### src/hdl/pio_pkg.sv
// Package: shared types and constants of the parallel I/O controller.
`default_nettype none
package pio_pkg;

    typedef enum logic [2:0] {
        ACT_WRITE = 3'd0,
        ACT_READ  = 3'd1,
        ACT_STB   = 3'd2,
        ACT_POLL  = 3'd3,
        ACT_ACK   = 3'd4,
        ACT_RETI  = 3'd5,
        ACT_NOP6  = 3'd6,
        ACT_NOP7  = 3'd7
    } action_t;

    typedef enum logic [1:0] {
        MODE_OUT  = 2'd0,
        MODE_IN   = 2'd1,
        MODE_BIDI = 2'd2,
        MODE_BIT  = 2'd3
    } mode_t;

    typedef enum logic [1:0] {
        SEQ_NORMAL = 2'd0,
        SEQ_DIR    = 2'd1,
        SEQ_MASK   = 2'd2,
        SEQ_RSVD   = 2'd3
    } seq_t;

    localparam logic [3:0] CW_ICTL_ONLY = 4'h3;
    localparam logic [3:0] CW_ICTL      = 4'h7;
    localparam logic [3:0] CW_MODE      = 4'hf;

    typedef struct packed {
        logic [2:0] action;
        logic       port_select;
        logic       is_control;
        logic [7:0] write_data;
        logic       strobe_level;
        logic [7:0] pins_a;
        logic [7:0] pins_b;
    } pio_in_t;

    typedef struct packed {
        logic [7:0] read_data;
        logic [7:0] port_a_drive;
        logic [7:0] port_b_drive;
        logic       ready_a;
        logic       ready_b;
        logic [1:0] ready_pulse;
        logic       int_line;
    } pio_out_t;

endpackage
`default_nettype wire

### src/hdl/pio_if.sv
// Interface: valid/ready channel carrying one payload struct.
`default_nettype none
interface pio_in_if;
    logic            valid;
    logic            ready;
    pio_pkg::pio_in_t payload;
    modport source (output valid, output payload, input ready);
    modport sink   (input valid, input payload, output ready);
endinterface

interface pio_out_if;
    logic             valid;
    logic             ready;
    pio_pkg::pio_out_t payload;
    modport source (output valid, output payload, input ready);
    modport sink   (input valid, input payload, output ready);
endinterface
`default_nettype wire

### src/hdl/parallel_io_controller.sv
// Top level: two-port parallel I/O controller with daisy-chained interrupts.
// An accepted result is registered in the output register, which refills while taken.
// Throughput: one transaction per cycle, except while the output register is stalled.
// in.ready is high whenever the output register is empty or being taken.
// rst_n (asynchronous, active low) returns all ports to input mode, masks
// cleared to all-ones, interrupts idle, and the output register empty.
`default_nettype none
module parallel_io_controller (
    input  wire logic      clk,
    input  wire logic      rst_n,
    input  wire logic      cfg_we,
    input  wire logic      cfg_wdata,
    pio_in_if.sink         in_ch,
    pio_out_if.source      out_ch
);

    logic        cfg_reg;
    logic [1:0]  seq_reg [2];
    logic [1:0]  mode_reg [2];
    logic [1:0]  ien_reg, pend_reg, req_reg, svc_reg, stb_reg, match_reg;
    logic [7:0]  icw_reg [2];
    logic [7:0]  inl_reg [2];
    logic [7:0]  outl_reg [2];
    logic [7:0]  vec_reg [2];
    logic [7:0]  mask_reg [2];
    logic [7:0]  dir_reg [2];
    logic [7:0]  drv_reg [2];
    logic [1:0]  rdy_reg;
    logic [2:0]  def_reg;
    logic        ovalid_reg;
    pio_pkg::pio_out_t opay_reg;

    logic [1:0]  seq_next [2];
    logic [1:0]  mode_next [2];
    logic [1:0]  ien_next, pend_next, req_next, svc_next, stb_next, match_next;
    logic [7:0]  icw_next [2];
    logic [7:0]  inl_next [2];
    logic [7:0]  outl_next [2];
    logic [7:0]  vec_next [2];
    logic [7:0]  mask_next [2];
    logic [7:0]  dir_next [2];
    logic [7:0]  drv_next [2];
    logic [1:0]  rdy_next;
    logic [2:0]  def_next;
    logic [1:0]  pulse;
    logic [7:0]  rd;
    logic        fire;
    pio_pkg::pio_in_t p;

    assign p = in_ch.payload;
    assign in_ch.ready = !ovalid_reg || out_ch.ready;
    assign fire = in_ch.valid && in_ch.ready;
    assign out_ch.valid = ovalid_reg;
    assign out_ch.payload = opay_reg;

    function automatic logic [7:0] drive_of(input logic [1:0] m, input logic [7:0] o,
                                            input logic [7:0] d);
        logic [7:0] r;
        r = o;
        if (m == pio_pkg::MODE_BIT)
            r = o & ~d;
        return r;
    endfunction

    always_comb
    begin
        logic       ch;
        logic [7:0] dat, pins [2], oldd, newd;
        logic       match, edg, rising;
        logic [3:0] lo;
        ch = p.port_select;
        dat = p.write_data;
        pins[0] = p.pins_a;
        pins[1] = p.pins_b;
        oldd = 8'h00;
        newd = 8'h00;
        match = 1'b0;
        edg = 1'b0;
        rising = 1'b0;
        lo = 4'h0;
        seq_next = seq_reg; mode_next = mode_reg; ien_next = ien_reg;
        pend_next = pend_reg; req_next = req_reg; svc_next = svc_reg;
        stb_next = stb_reg; match_next = match_reg; icw_next = icw_reg;
        inl_next = inl_reg; outl_next = outl_reg; vec_next = vec_reg;
        mask_next = mask_reg; dir_next = dir_reg; drv_next = drv_reg;
        rdy_next = rdy_reg; def_next = def_reg;
        pulse = 2'b00;
        rd = 8'h00;
        if (def_next[2])
        begin
            ien_next[def_next[1]] = def_next[0];
            def_next = 3'b000;
        end
        for (int c = 0; c < 2; c++)
        begin
            if (ien_next[c])
            begin
                if (pend_next[c])
                begin
                    req_next[c] = 1'b1;
                    pend_next[c] = 1'b0;
                end
            end
            else
                req_next[c] = 1'b0;
        end
        unique case (pio_pkg::action_t'(p.action))
            pio_pkg::ACT_WRITE:
            begin
                if (p.is_control)
                begin
                    lo = dat[3:0];
                    if (seq_reg[ch] == pio_pkg::SEQ_DIR || seq_reg[ch] == pio_pkg::SEQ_MASK)
                    begin
                        if (seq_reg[ch] == pio_pkg::SEQ_DIR)
                            dir_next[ch] = dat;
                        else
                            mask_next[ch] = dat;
                        if (icw_reg[ch][7])
                            def_next = {1'b1, ch, 1'b1};
                        else
                            ien_next[ch] = 1'b0;
                        seq_next[ch] = pio_pkg::SEQ_NORMAL;
                    end
                    else
                    begin
                        seq_next[ch] = pio_pkg::SEQ_NORMAL;
                        if (!dat[0])
                            vec_next[ch] = dat & 8'hfe;
                        else if (lo == pio_pkg::CW_ICTL_ONLY)
                        begin
                            icw_next[ch] = {dat[7], icw_reg[ch][6:0]};
                            if (dat[7])
                                def_next = {1'b1, ch, 1'b1};
                            else
                                ien_next[ch] = 1'b0;
                        end
                        else if (lo == pio_pkg::CW_MODE)
                        begin
                            unique case (pio_pkg::mode_t'(dat[7:6]))
                                pio_pkg::MODE_OUT:
                                begin
                                    mode_next[ch] = pio_pkg::MODE_OUT;
                                    drv_next[ch] = outl_reg[ch];
                                    rdy_next[ch] = 1'b1;
                                end
                                pio_pkg::MODE_IN: mode_next[ch] = pio_pkg::MODE_IN;
                                pio_pkg::MODE_BIDI:
                                begin
                                    if (!ch)
                                        mode_next[0] = pio_pkg::MODE_BIDI;
                                end
                                pio_pkg::MODE_BIT:
                                begin
                                    mode_next[ch] = pio_pkg::MODE_BIT;
                                    if (!ch || mode_reg[0] != pio_pkg::MODE_BIDI)
                                        rdy_next[ch] = 1'b0;
                                    ien_next[ch] = 1'b0;
                                    match_next[ch] = 1'b0;
                                    seq_next[ch] = pio_pkg::SEQ_DIR;
                                end
                            endcase
                        end
                        else if (lo == pio_pkg::CW_ICTL)
                        begin
                            icw_next[ch] = dat & 8'hf0;
                            if (dat[4])
                            begin
                                ien_next[ch] = 1'b0;
                                pend_next[ch] = 1'b0;
                                match_next[ch] = 1'b0;
                                seq_next[ch] = pio_pkg::SEQ_MASK;
                            end
                            else if (dat[7])
                                def_next = {1'b1, ch, 1'b1};
                            else
                                ien_next[ch] = 1'b0;
                        end
                    end
                end
                else
                begin
                    unique case (pio_pkg::mode_t'(mode_reg[ch]))
                        pio_pkg::MODE_OUT:
                        begin
                            outl_next[ch] = dat;
                            drv_next[ch] = dat;
                            rdy_next[ch] = 1'b1;
                            pulse[ch] = 1'b1;
                        end
                        pio_pkg::MODE_IN: ;
                        pio_pkg::MODE_BIDI:
                        begin
                            outl_next[ch] = dat;
                            if (!stb_reg[ch])
                                drv_next[ch] = dat;
                            rdy_next[ch] = 1'b1;
                            pulse[ch] = 1'b1;
                        end
                        pio_pkg::MODE_BIT:
                        begin
                            outl_next[ch] = dat;
                            drv_next[ch] = dat & ~dir_reg[ch];
                        end
                    endcase
                end
            end
            pio_pkg::ACT_READ:
            begin
                if (p.is_control)
                    rd = cfg_reg ? ((icw_reg[0] & 8'hc0) | {4'h0, icw_reg[1][7:4]}) : 8'h00;
                else
                begin
                    unique case (pio_pkg::mode_t'(mode_reg[ch]))
                        pio_pkg::MODE_OUT: rd = outl_reg[ch];
                        pio_pkg::MODE_IN:
                        begin
                            rd = inl_reg[ch];
                            rdy_next[ch] = 1'b1;
                            pulse[ch] = 1'b1;
                        end
                        pio_pkg::MODE_BIDI:
                        begin
                            rd = inl_reg[0] | (outl_reg[0] & ~dir_reg[0]);
                            rdy_next[1] = 1'b1;
                            pulse[1] = 1'b1;
                        end
                        pio_pkg::MODE_BIT:
                        begin
                            inl_next[ch] = pins[ch];
                            rd = (pins[ch] & dir_reg[ch]) | (outl_reg[ch] & ~dir_reg[ch]);
                        end
                    endcase
                end
            end
            pio_pkg::ACT_STB:
            begin
                rising = !stb_reg[ch] && p.strobe_level;
                if (mode_reg[0] == pio_pkg::MODE_BIDI)
                begin
                    if (!p.strobe_level)
                    begin
                        if (!ch)
                            drv_next[0] = drive_of(mode_reg[0], outl_reg[0], dir_reg[0]);
                        else
                            inl_next[0] = pins[0];
                    end
                    else if (rising)
                    begin
                        if (ien_next[ch]) req_next[ch] = 1'b1;
                        else pend_next[ch] = 1'b1;
                        rdy_next[ch] = 1'b0;
                    end
                end
                else if (mode_reg[ch] == pio_pkg::MODE_OUT)
                begin
                    if (rising)
                    begin
                        if (ien_next[ch]) req_next[ch] = 1'b1;
                        else pend_next[ch] = 1'b1;
                        rdy_next[ch] = 1'b0;
                    end
                end
                else if (mode_reg[ch] == pio_pkg::MODE_IN)
                begin
                    if (!p.strobe_level)
                        inl_next[ch] = pins[ch];
                    else if (rising)
                    begin
                        if (ien_next[ch]) req_next[ch] = 1'b1;
                        else pend_next[ch] = 1'b1;
                        rdy_next[ch] = 1'b0;
                    end
                end
                stb_next[ch] = p.strobe_level;
            end
            pio_pkg::ACT_POLL:
            begin
                for (int c = 0; c < 2; c++)
                begin
                    edg = icw_reg[c][5];
                    oldd = inl_reg[c] & dir_reg[c];
                    newd = pins[c] & dir_reg[c];
                    if (mode_reg[c] == pio_pkg::MODE_BIT && mask_reg[c] != 8'hff
                        && oldd != newd)
                    begin
                        match = 1'b0;
                        if (icw_reg[c][6])
                        begin
                            match = 1'b1;
                            for (int b = 0; b < 8; b++)
                                if (!mask_reg[c][b] && dir_reg[c][b]
                                    && !((oldd[b] ^ edg) && !(newd[b] ^ edg)))
                                    match = 1'b0;
                            if (&(mask_reg[c] | ~dir_reg[c]))
                                match = 1'b0;
                        end
                        else
                            for (int b = 0; b < 8; b++)
                                if (!mask_reg[c][b] && dir_reg[c][b]
                                    && (oldd[b] ^ edg) && !(newd[b] ^ edg))
                                    match = 1'b1;
                        if (!match_reg[c] && match)
                        begin
                            if (ien_next[c]) req_next[c] = 1'b1;
                            else pend_next[c] = 1'b1;
                            inl_next[c] = newd;
                        end
                        match_next[c] = match;
                    end
                end
            end
            pio_pkg::ACT_ACK:
            begin
                if (req_next[0])
                begin
                    req_next[0] = 1'b0;
                    svc_next[0] = 1'b1;
                    rd = vec_reg[0];
                end
                else if (req_next[1])
                begin
                    req_next[1] = 1'b0;
                    svc_next[1] = 1'b1;
                    rd = vec_reg[1];
                end
                else
                    rd = vec_reg[0];
            end
            pio_pkg::ACT_RETI:
            begin
                if (svc_next[0])
                    svc_next[0] = 1'b0;
                else if (svc_next[1])
                    svc_next[1] = 1'b0;
            end
            default: ;
        endcase
        for (int c = 0; c < 2; c++)
        begin
            if (ien_next[c])
            begin
                if (pend_next[c])
                begin
                    req_next[c] = 1'b1;
                    pend_next[c] = 1'b0;
                end
            end
            else
                req_next[c] = 1'b0;
        end
    end

    always_ff @(posedge clk or negedge rst_n)
    begin
        if (!rst_n)
        begin
            cfg_reg <= 1'b0;
            ovalid_reg <= 1'b0;
            for (int c = 0; c < 2; c++)
            begin
                seq_reg[c] <= pio_pkg::SEQ_NORMAL;
                mode_reg[c] <= pio_pkg::MODE_IN;
                icw_reg[c] <= 8'h00; inl_reg[c] <= 8'h00; outl_reg[c] <= 8'h00;
                vec_reg[c] <= 8'h00; mask_reg[c] <= 8'hff; dir_reg[c] <= 8'h00;
                drv_reg[c] <= 8'h00;
            end
            ien_reg <= '0; pend_reg <= '0; req_reg <= '0; svc_reg <= '0;
            stb_reg <= '0; match_reg <= '0; rdy_reg <= '0; def_reg <= '0;
        end
        else
        begin
            if (cfg_we)
                cfg_reg <= cfg_wdata;
            if (fire)
                ovalid_reg <= 1'b1;
            else if (out_ch.ready)
                ovalid_reg <= 1'b0;
            if (fire)
            begin
                seq_reg <= seq_next; mode_reg <= mode_next; icw_reg <= icw_next;
                inl_reg <= inl_next; outl_reg <= outl_next; vec_reg <= vec_next;
                mask_reg <= mask_next; dir_reg <= dir_next; drv_reg <= drv_next;
                ien_reg <= ien_next; pend_reg <= pend_next; req_reg <= req_next;
                svc_reg <= svc_next; stb_reg <= stb_next; match_reg <= match_next;
                rdy_reg <= rdy_next; def_reg <= def_next;
            end
        end
    end

    always_ff @(posedge clk)
    begin
        if (fire)
        begin
            opay_reg.read_data <= rd;
            opay_reg.port_a_drive <= drv_next[0];
            opay_reg.port_b_drive <= drv_next[1];
            opay_reg.ready_a <= rdy_next[0];
            opay_reg.ready_b <= rdy_next[1];
            opay_reg.ready_pulse <= pulse;
            opay_reg.int_line <= svc_next[0] ? 1'b0
                                 : (req_next[0] | (!svc_next[1] & req_next[1]));
        end
    end

endmodule
`default_nettype wire

### src/flat_wrapper.sv
// flat-port wrapper written by rule: the top's interface ports become plain ports
module parallel_io_controller_flat 
  (clk, rst_n, cfg_we, cfg_wdata, in_ch_valid, in_ch_payload, in_ch_ready, out_ch_valid, out_ch_payload, out_ch_ready);
  pio_in_if in_ch_i ();
  pio_out_if out_ch_i ();
  input  wire logic clk;
  input  wire logic rst_n;
  input  wire logic cfg_we;
  input  wire logic cfg_wdata;
  input wire logic [$bits(in_ch_i.valid)-1:0] in_ch_valid;
  input wire logic [$bits(in_ch_i.payload)-1:0] in_ch_payload;
  output wire logic [$bits(in_ch_i.ready)-1:0] in_ch_ready;
  output wire logic [$bits(out_ch_i.valid)-1:0] out_ch_valid;
  output wire logic [$bits(out_ch_i.payload)-1:0] out_ch_payload;
  input wire logic [$bits(out_ch_i.ready)-1:0] out_ch_ready;
  assign in_ch_i.valid = in_ch_valid;
  assign in_ch_i.payload = in_ch_payload;
  assign in_ch_ready = in_ch_i.ready;
  assign out_ch_valid = out_ch_i.valid;
  assign out_ch_payload = out_ch_i.payload;
  assign out_ch_i.ready = out_ch_ready;
  parallel_io_controller u_core (.clk(clk), .rst_n(rst_n), .cfg_we(cfg_we), .cfg_wdata(cfg_wdata), .in_ch(in_ch_i), .out_ch(out_ch_i));
endmodule
### config.mk
export PLATFORM = sky130hd
export DESIGN_NAME = parallel_io_controller_flat
export DESIGN_NICKNAME = d
export VERILOG_FILES = /design/src/hdl/pio_pkg.sv /design/src/hdl/pio_if.sv /design/src/hdl/parallel_io_controller.sv /design/src/flat_wrapper.sv
export SDC_FILE = /design/constraint.sdc
export NUM_CORES = 1
export LEC_CHECK = 0
export BUFFER_PORTS_ARGS = -buffer_cell sky130_fd_sc_hd__buf_4
export CELL_PAD_IN_SITES_DETAIL_PLACEMENT = 0
export CELL_PAD_IN_SITES_GLOBAL_PLACEMENT = 1
export CORE_MARGIN = 10
export CORE_UTILIZATION = 48
export DETAILED_ROUTE_END_ITERATION = 8
export GPL_TIMING_DRIVEN = 0
export HOLD_SLACK_MARGIN = 0.08
export PLACE_DENSITY_LB_ADDON = 0.15
export SLEW_MARGIN = 5
export SYNTH_ARGS = -nofsm -noshare
export SYNTH_HDL_FRONTEND = slang
export SYNTH_SLANG_ARGS = --single-unit
### constraint.sdc
create_clock -name clk -period 3.6 [get_ports clk]
set_input_delay 0 -clock clk [delete_from_list [all_inputs] [get_ports clk]]
set_output_delay 0 -clock clk [all_outputs]
set_load 0.005 [all_outputs]
==> impl_metrics.tcl, run 1 <==
set metrics [dict create \
    cts_tree "yes" \
    r2r_end "u_core.out_ch.payload[22]$_SDFFCE_PN0P_" \
    synth_area_um2 9920 \
    syn_nets 1100 \
    portBuffers 64 \
    worstPathArrival_ns 3.71 \
    holdPathStages 5 \
    slew_violations 0 \
    antenna_found_initial 0 \
    finalCritPeriodShare_pct 95.1 \
    hpwl_mm 27.5 \
    startpoint_type "flop" \
    grt_max_degree 84 \
    fin_util_pct 57.7 \
    switchingPower_uw 1680 \
    reg2reg_from "u_core.mode_reg[3]$_DFFE_PN0P_" \
    power.leakage_uw 0.00498 \
    post-route-min-period_ns 3.42 \
    status "completed" \
    skew_ns 0.0159 \
    io_pins 67 \
    ir_drop_v 0.000309 \
    cp-end-kind "flop" \
    die_w_um 164 \
    power_density_nw_per_um2 435 \
    rsz0062_at_grt "false" \
    globalRouteOverflowTotal 0 \
    grt_pass1_vias 9018 \
    power_frac_comb_pct 18.9 \
    grt_pass1_wl_mm 56.0 \
    critPathRequiredTime_ns 3.88 \
    reg2reg_slack_ns 0.18 \
    sw_frac_of_total_pct 33.0 \
    syn2layout_area_growth_pct 18.1 \
    cts_buffers 17 \
    hold_violations 0 \
    dieArea_um2 26800 \
    pwr-share-seq_pct 44.6 \
    min_from "in_ch_payload[20]" \
    ant_nets 0 \
    clk_pin_slew_ns 0.07 \
    setup_viol 0 \
    relSlewSlack_pct 4.73 \
    synth_edf_count 29 \
    die_y_um 164 \
    yosys_most_used_dff "dfrtp_1" \
    r2r_cells 10 \
    dpl-instance-area_um2 10800 \
    cap_violations 0 \
    crit_path_max_fanout 10 \
    core_area_um2 20300 \
    synth_seq_area_share_pct 41.3 \
    drc 0 \
    worst_pin_slew_ns 1.41 \
    p_int_uw 3410 \
    nets 1212 \
    ys_types 75 \
    ys_ff_latch 157 \
    critical_path_class "flop to flop" \
    cts_buffer_depth 2 \
    numClockSinks 157 \
    finalWirelength_mm 36.9 \
    fmax_ghz 0.292 \
    largest_register_ffs 29 \
    syn_avg_cell_area_um2 9.42 \
    async_flop_share_pct 81.5 \
    floorplan.initialDensity_pct 48.9 \
    insertion_delay_ns 0.45 \
    vias 9187 \
    via_per_inst 6.34 \
    gp_congestion 0.999 \
    syn_inst 1053 \
    num_rows 52 \
    clkPwrFrac_pct 36.5 \
    firstDrtPassIters 6 \
    final_cell_area_um2 11700 \
    grt_usage_pct 27.5 \
    hp-class "primary input to flop" \
    routedWlPerCell_um 25.5 \
    drt-initial-drc-count 1194 \
    drive_above_1_share_pct 21.5 \
    htree_levels 4 \
    n_antenna_cell 0 \
    ys.warnings.count 0 \
    cts-root-buf "clkbuf_16" \
]
[placed cells by master (no fill, tap or decap), types with 6 or more instances in the layout]
cell and count:
xor2_1 16, buf_4 71, o221ai_1 10, clkinv_8 6, dlygate4sd3_1 27, mux2_2 76, a31oi_1 9, clkbuf_2 7
nand2_1 122, nand4_1 11, a21o_1 18, a22oi_1 17, mux2i_1 24, a221oi_1 9, o22ai_1 20, nand3b_1 22
nor2_1 47, clkbuf_1 36, ha_1 11, nor2b_1 16, and3_1 11, mux2_4 6, inv_1 32, inv_8 6
clkbuf_16 17, nand2b_1 34, o21ai_0 89, dfstp_2 18, nor3_1 15, a21oi_1 53, buf_2 9, or3b_2 12
edfxtp_1 29, dfrtp_1 110, a211oi_1 8, a32o_1 17, nand3_1 31
[synthesized netlist by cell type (all sizes together) (11+ instances only)]
cell type | number | area share (%)
a21o | 18 | 1.4
a21oi | 53 | 2.7
a22oi | 17 | 1.3
a32o | 17 | 1.7
and3 | 11 | 0.69
buf | 19 | 0.91
clkbuf | 46 | 1.7
dfrtp | 110 | 28
dfstp | 18 | 4.8
edfxtp | 29 | 8.8
ha | 11 | 1.4
inv | 32 | 1.2
mux2 | 82 | 9.5
mux2i | 26 | 2.6
nand2 | 123 | 4.7
nand2b | 34 | 2.1
nand3 | 31 | 1.6
nand3b | 22 | 1.7
nand4 | 11 | 0.69
nor2 | 50 | 2.1
nor2b | 16 | 1.0
nor3 | 16 | 0.92
o21ai | 92 | 4.6
o221ai | 11 | 1.0
o22ai | 20 | 1.3
or3b | 13 | 1.1
xor2 | 16 | 1.4
[power by group through the flow]
stage / Clock, µW / Sequential (µW) / Combinational [µW]
4_1_cts: 1880 / 2260 / 949
5_1_grt: 1960 / 2290 / 1050
6_report: 1860 / 2270 / 963
2_1_floorplan: 0 / 2200 / 597
3_3_place_gp: 0 / 2290 / 901
3_5_place_dp: 0 / 2290 / 918
[critical path, cell delays in order (launching register included)]
cell	delay, ns
dfrtp_1	0.34
clkbuf_1	0.43
mux2i_2	0.23
inv_1	0.13
ha_1	0.32
clkbuf_2	0.33
clkbuf_1	0.48
a222oi_1	0.22
o21ai_0	0.45
a22oi_1	0.16
o22ai_1	0.19
[cell families (layout without fill, tap and decap cells)]
family / count (synthesis) / count (layout) / share of synthesized area [%]
AND/OR/NAND/NOR: 354 / 354 / 18.9
AO/OA/AOI/OAI: 310 / 310 / 21.0
flip-flops: 157 / 157 / 41.3
multiplexers: 108 / 108 / 12.2
buffers and inverters: 97 / 222 / 3.86
XOR/XNOR: 16 / 16 / 1.41
adder cells (fa/ha/maj): 11 / 11 / 1.39
[cell type report]
class	count	area (µm²)
clock buffers	17	425
well taps	270	338
clock inverters	15	189
multi-input cells	799	5450
repair buffers	96	825
inverters	32	120
flip-flops and latches	157	4100
plain buffers	62	272
fillers	1894	8580
[layer usage]
metal  track usage (%)  up-vias  wire length [µm]
met3              5.48       76              2940
met5                 0        -                 0
met4              9.83        0              1100
li1                  -     4159                 -
met1              37.9     4577             15900
met2              42.1      375             17000
[worst max-delay path by stage]
stage	startpoint	endpoint	slack, ns	depth (start not counted)
2_1_floorplan	in_ch_payload[26]	u_core.drv_reg[12]$_DFFE_PN0P_	0.06	14
3_3_place_gp	in_ch_payload[26]	u_core.out_ch.payload[24]$_SDFFCE_PN0P_	-1.58	16
3_5_place_dp	in_ch_payload[26]	u_core.out_ch.payload[24]$_SDFFCE_PN0P_	-1.50	16
4_1_cts	in_ch_payload[26]	u_core.out_ch.payload[24]$_SDFFCE_PN0P_	0.02	17
5_1_grt	in_ch_payload[26]	u_core.drv_reg[12]$_DFFE_PN0P_	0.05	14
6_report	u_core.mode_reg[3]$_DFFE_PN0P_	u_core.out_ch.payload[22]$_SDFFCE_PN0P_	0.18	10
[stage by stage]
stage	setup WS, ns	setup TNS (ns)	instances	power [µW]	hold WS (ns)
after global placement	-1.58	-99.65	1387	3190	0.198
after global routing	0.0538	0	1448	5300	0.114
after floorplan	0.0554	0	1053	2800	-0.296
after CTS	0.0231	0	1450	5090	0.0844
final	0.177	0	1448	5100	0.0953
after detailed placement	-1.50	-92.45	1389	3210	-0.0250
[repair_timing]
item | CTS | global route
setup buffers | 3 | 0
endpoints found under the hold margin | 147 | 0
endpoints found under the setup margin | 101 | 20
hold buffers | 27 | 0
gates resized for setup | 11 | 10
Note: power is estimated with default switching activity, not from simulation.
==> inputs of run 2 (changes only) <==
--- a/config.mk
+++ b/config.mk
@@ -8,13 +8,13 @@
 export BUFFER_PORTS_ARGS = -buffer_cell sky130_fd_sc_hd__buf_4
 export CELL_PAD_IN_SITES_DETAIL_PLACEMENT = 0
 export CELL_PAD_IN_SITES_GLOBAL_PLACEMENT = 1
+export CORE_ASPECT_RATIO = 0.75
 export CORE_MARGIN = 10
 export CORE_UTILIZATION = 48
 export DETAILED_ROUTE_END_ITERATION = 8
 export GPL_TIMING_DRIVEN = 0
 export HOLD_SLACK_MARGIN = 0.08
 export PLACE_DENSITY_LB_ADDON = 0.15
-export SLEW_MARGIN = 5
 export SYNTH_ARGS = -nofsm -noshare
 export SYNTH_HDL_FRONTEND = slang
 export SYNTH_SLANG_ARGS = --single-unit
==> impl_metrics.tcl, run 2 (synthesis gave the netlist of run 1 again) <==
set metrics [dict create \
    status "completed" \
    final_common_cell "nand2_1" \
    io_pins 67 \
    fmax_ghz 0.288 \
    gp_congestion 0.971 \
    globalRouteOverflowTotal 0 \
    vias 9354 \
    grt_pass1_vias 9122 \
    worst_pin_slew_ns 1.24 \
    portBuffers 64 \
    crit_start "in_ch_payload[26]" \
    place_ws_ns -1.68 \
    finalCritPeriodShare_pct 96.5 \
    drc 0 \
    timing.hold.ws_ns 0.113 \
    critPathRequiredTime_ns 3.77 \
    hp-class "primary input to asynchronous set/reset pin" \
    skew_ns 0.0123 \
    cts-root-buf "clkbuf_16" \
    reg2reg_from "u_core.mode_reg[2]$_DFFE_PN1P_" \
    insertion_delay_ns 0.45 \
    cp-end-kind "flop" \
    die_w_um 186 \
    post-route-min-period_ns 3.48 \
    finalWirelength_mm 38.6 \
    routedWlPerCell_um 26.8 \
    floorplan.initialDensity_pct 48.9 \
    r2r_cells 11 \
    core_area_um2 20300 \
    dieArea_um2 26900 \
    drt-initial-drc-count 1030 \
    grt_pass1_wl_mm 58.1 \
    cts_buffers 17 \
    setup_viol 0 \
    reg2reg_slack_ns 0.31 \
    cap_violations 0 \
    ant_nets 0 \
    critical_path_class "primary input to flop" \
    via_per_inst 6.50 \
    largest_register_ffs 29 \
    r2r_end "u_core.out_ch.payload[24]$_SDFFCE_PN0P_" \
    num_rows 45 \
    antenna_found_initial 1 \
    drive_above_1_share_pct 21.8 \
    die_y_um 144 \
    grt_max_degree 87 \
    nets 1213 \
    slew_violations 0 \
    htree_levels 4 \
    crit_path_max_fanout 10 \
    fin_util_pct 57.8 \
    numClockSinks 157 \
    startpoint_type "primary input" \
    firstDrtPassIters 6 \
    relSlewSlack_pct 16.4 \
    grt_usage_pct 29.3 \
    ir_drop_v 0.000315 \
    cts_buffer_depth 2 \
    cts_tree "yes" \
    final_cell_mix "nand2_1 (122), dfrtp_1 (110), o21ai_0 (86)" \
    rsz0062_at_grt "false" \
    hold_violations 0 \
    power.leakage_uw 0.00498 \
    fin_ws_ns 0.124 \
    endpoint "u_core.out_ch.payload[24]$_SDFFCE_PN0P_" \
    syn2layout_area_growth_pct 18.1 \
    worstPathArrival_ns 3.64 \
    power_density_nw_per_um2 437 \
    clk_pin_slew_ns 0.07 \
    hpwl_mm 28.5 \
]
run 2: stage by stage:
step	instances	area [µm²]	total power (µW)	setup TNS, ns
global placement	1375	10700	3190	-106.34
floorplan	1053	9920	2800	0
CTS	1439	11700	5100	0
detailed placement	1377	10800	3220	-107.11
finish	1438	11700	5110	0
global route	1437	11700	5310	0
run 2: worst min-delay path by stage:
stage	depth (start not counted)	endpoint
finish	2	u_core.mask_reg[11]$_DFFE_PN1P_
global route	2	u_core.mask_reg[11]$_DFFE_PN1P_
CTS	5	flop
detailed placement	1	u_core.icw_reg[13]$_DFFE_PN0P_
global placement	2	u_core.out_ch.valid$_DFFE_PN0P_
floorplan	0	asynchronous set/reset pin
run 2: where the power goes:
part,total (µW),leakage (µW),internal (µW),switching (µW)
Sequential,2280,0.00191,2030,250
Clock,1860,0.000289,999,857
Combinational,980,0.00278,443,538
run 2: per-layer routing:
| metal | up-vias | share of wire (%) | GRT usage [%] | routed length (µm) |
|---|---|---|---|---|
| met4 | 0 | 2.5 | 8.59 | 976 |
| li1 | 4157 | - | - | - |
| met2 | 470 | 43 | 42.3 | 16400 |
| met5 | - | 0 | 0 | 0 |
| met3 | 88 | 10 | 9.10 | 3980 |
| met1 | 4639 | 45 | 41.1 | 17200 |
run 2: critical path, cell delays in order:
cell	delay, ns
buf_2	0.21
buf_4	0.26
buf_4	0.28
buf_6	0.22
buf_4	0.25
mux2i_2	0.33
inv_1	0.11
ha_1	0.27
clkbuf_2	0.24
clkbuf_2	0.30
nand3b_1	0.19
nand2_1	0.06
a221oi_1	0.33
o21ai_1	0.24
a22oi_1	0.21
o22ai_1	0.12
run 2: final cells by class:
| class | count | area [µm²] |
|---|---|---|
| Antenna cell | 1 | 2.50 |
| Buffer | 62 | 280 |
| Clock buffer | 18 | 439 |
| Clock inverter | 14 | 148 |
| Fill cell | 1842 | 8560 |
| Inverter | 32 | 120 |
| Multi-Input combinational cell | 799 | 5460 |
| Sequential cell | 157 | 4100 |
| Tap cell | 258 | 323 |
| Timing Repair Buffer | 97 | 845 |
run 2: what timing repair did:
action                     in CTS  in global routing
hold endpoints to repair      151                  0
setup endpoints to repair     107                 23
gates resized for setup        14                 13
hold buffers                   28                  0
buffers inserted                3                  0
==> inputs of run 3 (changes only) <==
--- a/config.mk
+++ b/config.mk
@@ -6,11 +6,12 @@
 export NUM_CORES = 1
 export LEC_CHECK = 0
 export BUFFER_PORTS_ARGS = -buffer_cell sky130_fd_sc_hd__buf_4
+export CAP_MARGIN = 10
 export CELL_PAD_IN_SITES_DETAIL_PLACEMENT = 0
 export CELL_PAD_IN_SITES_GLOBAL_PLACEMENT = 1
 export CORE_ASPECT_RATIO = 0.75
 export CORE_MARGIN = 10
-export CORE_UTILIZATION = 48
+export CORE_UTILIZATION = 43
 export DETAILED_ROUTE_END_ITERATION = 8
 export GPL_TIMING_DRIVEN = 0
 export HOLD_SLACK_MARGIN = 0.08
==> constraint.sdc (replaced) <==
create_clock -name clk -period 3.1 [get_ports clk]
set_input_delay 0 -clock clk [delete_from_list [all_inputs] [get_ports clk]]
set_output_delay 0 -clock clk [all_outputs]
set_load 0.005 [all_outputs]
==> impl_metrics.tcl, run 3 (synthesis gave the netlist of run 1 again) <==
set metrics [dict create \
    status "completed" \
    fin_util_pct 51.8 \
    ant_nets 0 \
    critical_path_class "primary input to flop" \
    grt_usage_pct 25.4 \
    switchingPower_uw 1840 \
    r2r_cells 8 \
    p_int_uw 4060 \
    reg2reg_slack_ns 0.12 \
    rsz0062_at_grt "false" \
    routedWlPerCell_um 25.6 \
    grt_max_degree 92 \
    largest_register_ffs 29 \
    cts_buffer_depth 2 \
    critPathRequiredTime_ns 3.43 \
    sw_frac_of_total_pct 31.2 \
    pwr-share-seq_pct 44.8 \
    finalWirelength_mm 37.9 \
    htree_levels 4 \
    cp-end-kind "flop" \
    portBuffers 64 \
    post-route-min-period_ns 2.98 \
    cap_violations 0 \
    antenna_found_initial 0 \
    finalCritPeriodShare_pct 96.2 \
    vias 9225 \
    grt_pass1_vias 9117 \
    skew_ns 0.00974 \
    n_antenna_cell 0 \
    io_pins 67 \
    drive_above_1_share_pct 22.3 \
    gp_congestion 0.974 \
    cts_tree "yes" \
    floorplan.initialDensity_pct 43.5 \
    num_rows 48 \
    hp-class "primary input to asynchronous set/reset pin" \
    drc 0 \
    numClockSinks 157 \
    die_y_um 152 \
    power_frac_comb_pct 19.4 \
    clkPwrFrac_pct 35.8 \
    final_cell_mix "nand2_1 (122), dfrtp_1 (109), o21ai_0 (85)" \
    hold_violations 0 \
    die_w_um 195 \
    worst_pin_slew_ns 1.30 \
    instances_no_fill 1480 \
    grt_pass1_wl_mm 57.3 \
    cts_buffers 17 \
    tns_ns 0 \
    ir_drop_v 0.000417 \
    power_uw 5900 \
    dieArea_um2 29600 \
    fin_ws_ns 0.117 \
    core_area_um2 22800 \
    power.leakage_uw 0.00500 \
    final_common_cell "nand2_1" \
    r2r_end "u_core.inl_reg[9]$_DFFE_PN0P_" \
    fmax_ghz 0.335 \
    globalRouteOverflowTotal 0 \
    firstDrtPassIters 6 \
    startpoint_type "primary input" \
    syn2layout_area_growth_pct 19.2 \
    nets 1214 \
    setup_viol 0 \
    clk_pin_slew_ns 0.06 \
    power_density_nw_per_um2 499 \
    cts-root-buf "clkbuf_16" \
    drt-initial-drc-count 1199 \
    hpwl_mm 28.3 \
    dp.cells 1420 \
    slew_violations 0 \
    place_ws_ns -1.22 \
    reg2reg_from "u_core.dir_reg[15]$_DFFE_PN0P_" \
    insertion_delay_ns 0.45 \
    relSlewSlack_pct 13.6 \
    worstPathArrival_ns 3.31 \
    crit_path_max_fanout 19 \
    via_per_inst 6.23 \
]
run 3: changes by cell type in the layout (fill, tap and decap cells not counted), moves of 2 or more:
cell / previous run / this run
inv_8: 3 / 0
clkbuf_2: 8 / 10
clkinv_4: 3 / 0
buf_8: 0 / 2
clkbuf_1: 34 / 36
clkinvlp_4: 1 / 3
run 3: what timing repair did:
item	in CTS	in global routing
endpoints found under the setup margin	71	24
gates resized for setup	18	16
pin swaps	2	2
hold buffers	26	1
endpoints found under the hold margin	147	1
setup buffers	2	2
run 3: worst max-delay path by stage:
stage / start / to / slack, ns / cells past startpoint
CTS: u_core.mode_reg[3]$_DFFE_PN0P_ / u_core.out_ch.payload[15]$_DFFE_PP_ / 0.03 / 10
finish: in_ch_payload[26] / u_core.drv_reg[12]$_DFFE_PN0P_ / 0.12 / 13
global route: flop / u_core.drv_reg[12]$_DFFE_PN0P_ / 0.008 / 9
detailed placement: in_ch_payload[26] / u_core.out_ch.payload[24]$_SDFFCE_PN0P_ / -1.22 / 16
floorplan: in_ch_payload[26] / u_core.drv_reg[12]$_DFFE_PN0P_ / 0.008 / 14
global placement: in_ch_payload[26] / u_core.out_ch.payload[24]$_SDFFCE_PN0P_ / -1.22 / 16
run 3: through the flow:
step                hold slack (ns)  area, µm²
global route                  0.109      11800
detailed placement          -0.0599      10900
floorplan                    -0.296       9950
CTS                          0.0846      11700
finish                        0.105      11800
global placement              0.199      10800
run 3: critical path: stages:
cell and delay (ns):
buf_4 0.17, buf_8 0.18, buf_8 0.18, buf_12 0.19, mux2_2 0.37, ha_1 0.33
nand4_1 0.27, o31a_1 0.42, nand2b_4 0.16, a21o_1 0.17, o21bai_1 0.18, a221o_1 0.39
mux2_2 0.26
run 3: layer usage:
metal	wire length (µm)	up-vias	global-route usage (%)
met4	867	0	7.81
met5	0	-	0
met1	17200	4555	35.7
li1	-	4156	-
met3	3740	68	7.01
met2	16100	446	37.2
run 3: power by group through the flow:
| stage | Clock (µW) | Sequential, µW | Combinational, µW |
|---|---|---|---|
| 5_1_grt | 2210 | 2670 | 1250 |
| 2_1_floorplan | 0 | 2550 | 698 |
| 3_3_place_gp | 0 | 2660 | 1060 |
| 4_1_cts | 2140 | 2630 | 1120 |
| 6_report | 2110 | 2640 | 1140 |
| 3_5_place_dp | 0 | 2660 | 1080 |
run 3: layout make-up:
type,count,area (µm²)
Sequential cell,157,4100
Multi-Input combinational cell,799,5500
Tap cell,300,375
Timing Repair Buffer,99,852
Inverter,32,120
Clock inverter,10,100
Fill cell,2178,11000
Clock buffer,22,475
Buffer,61,303
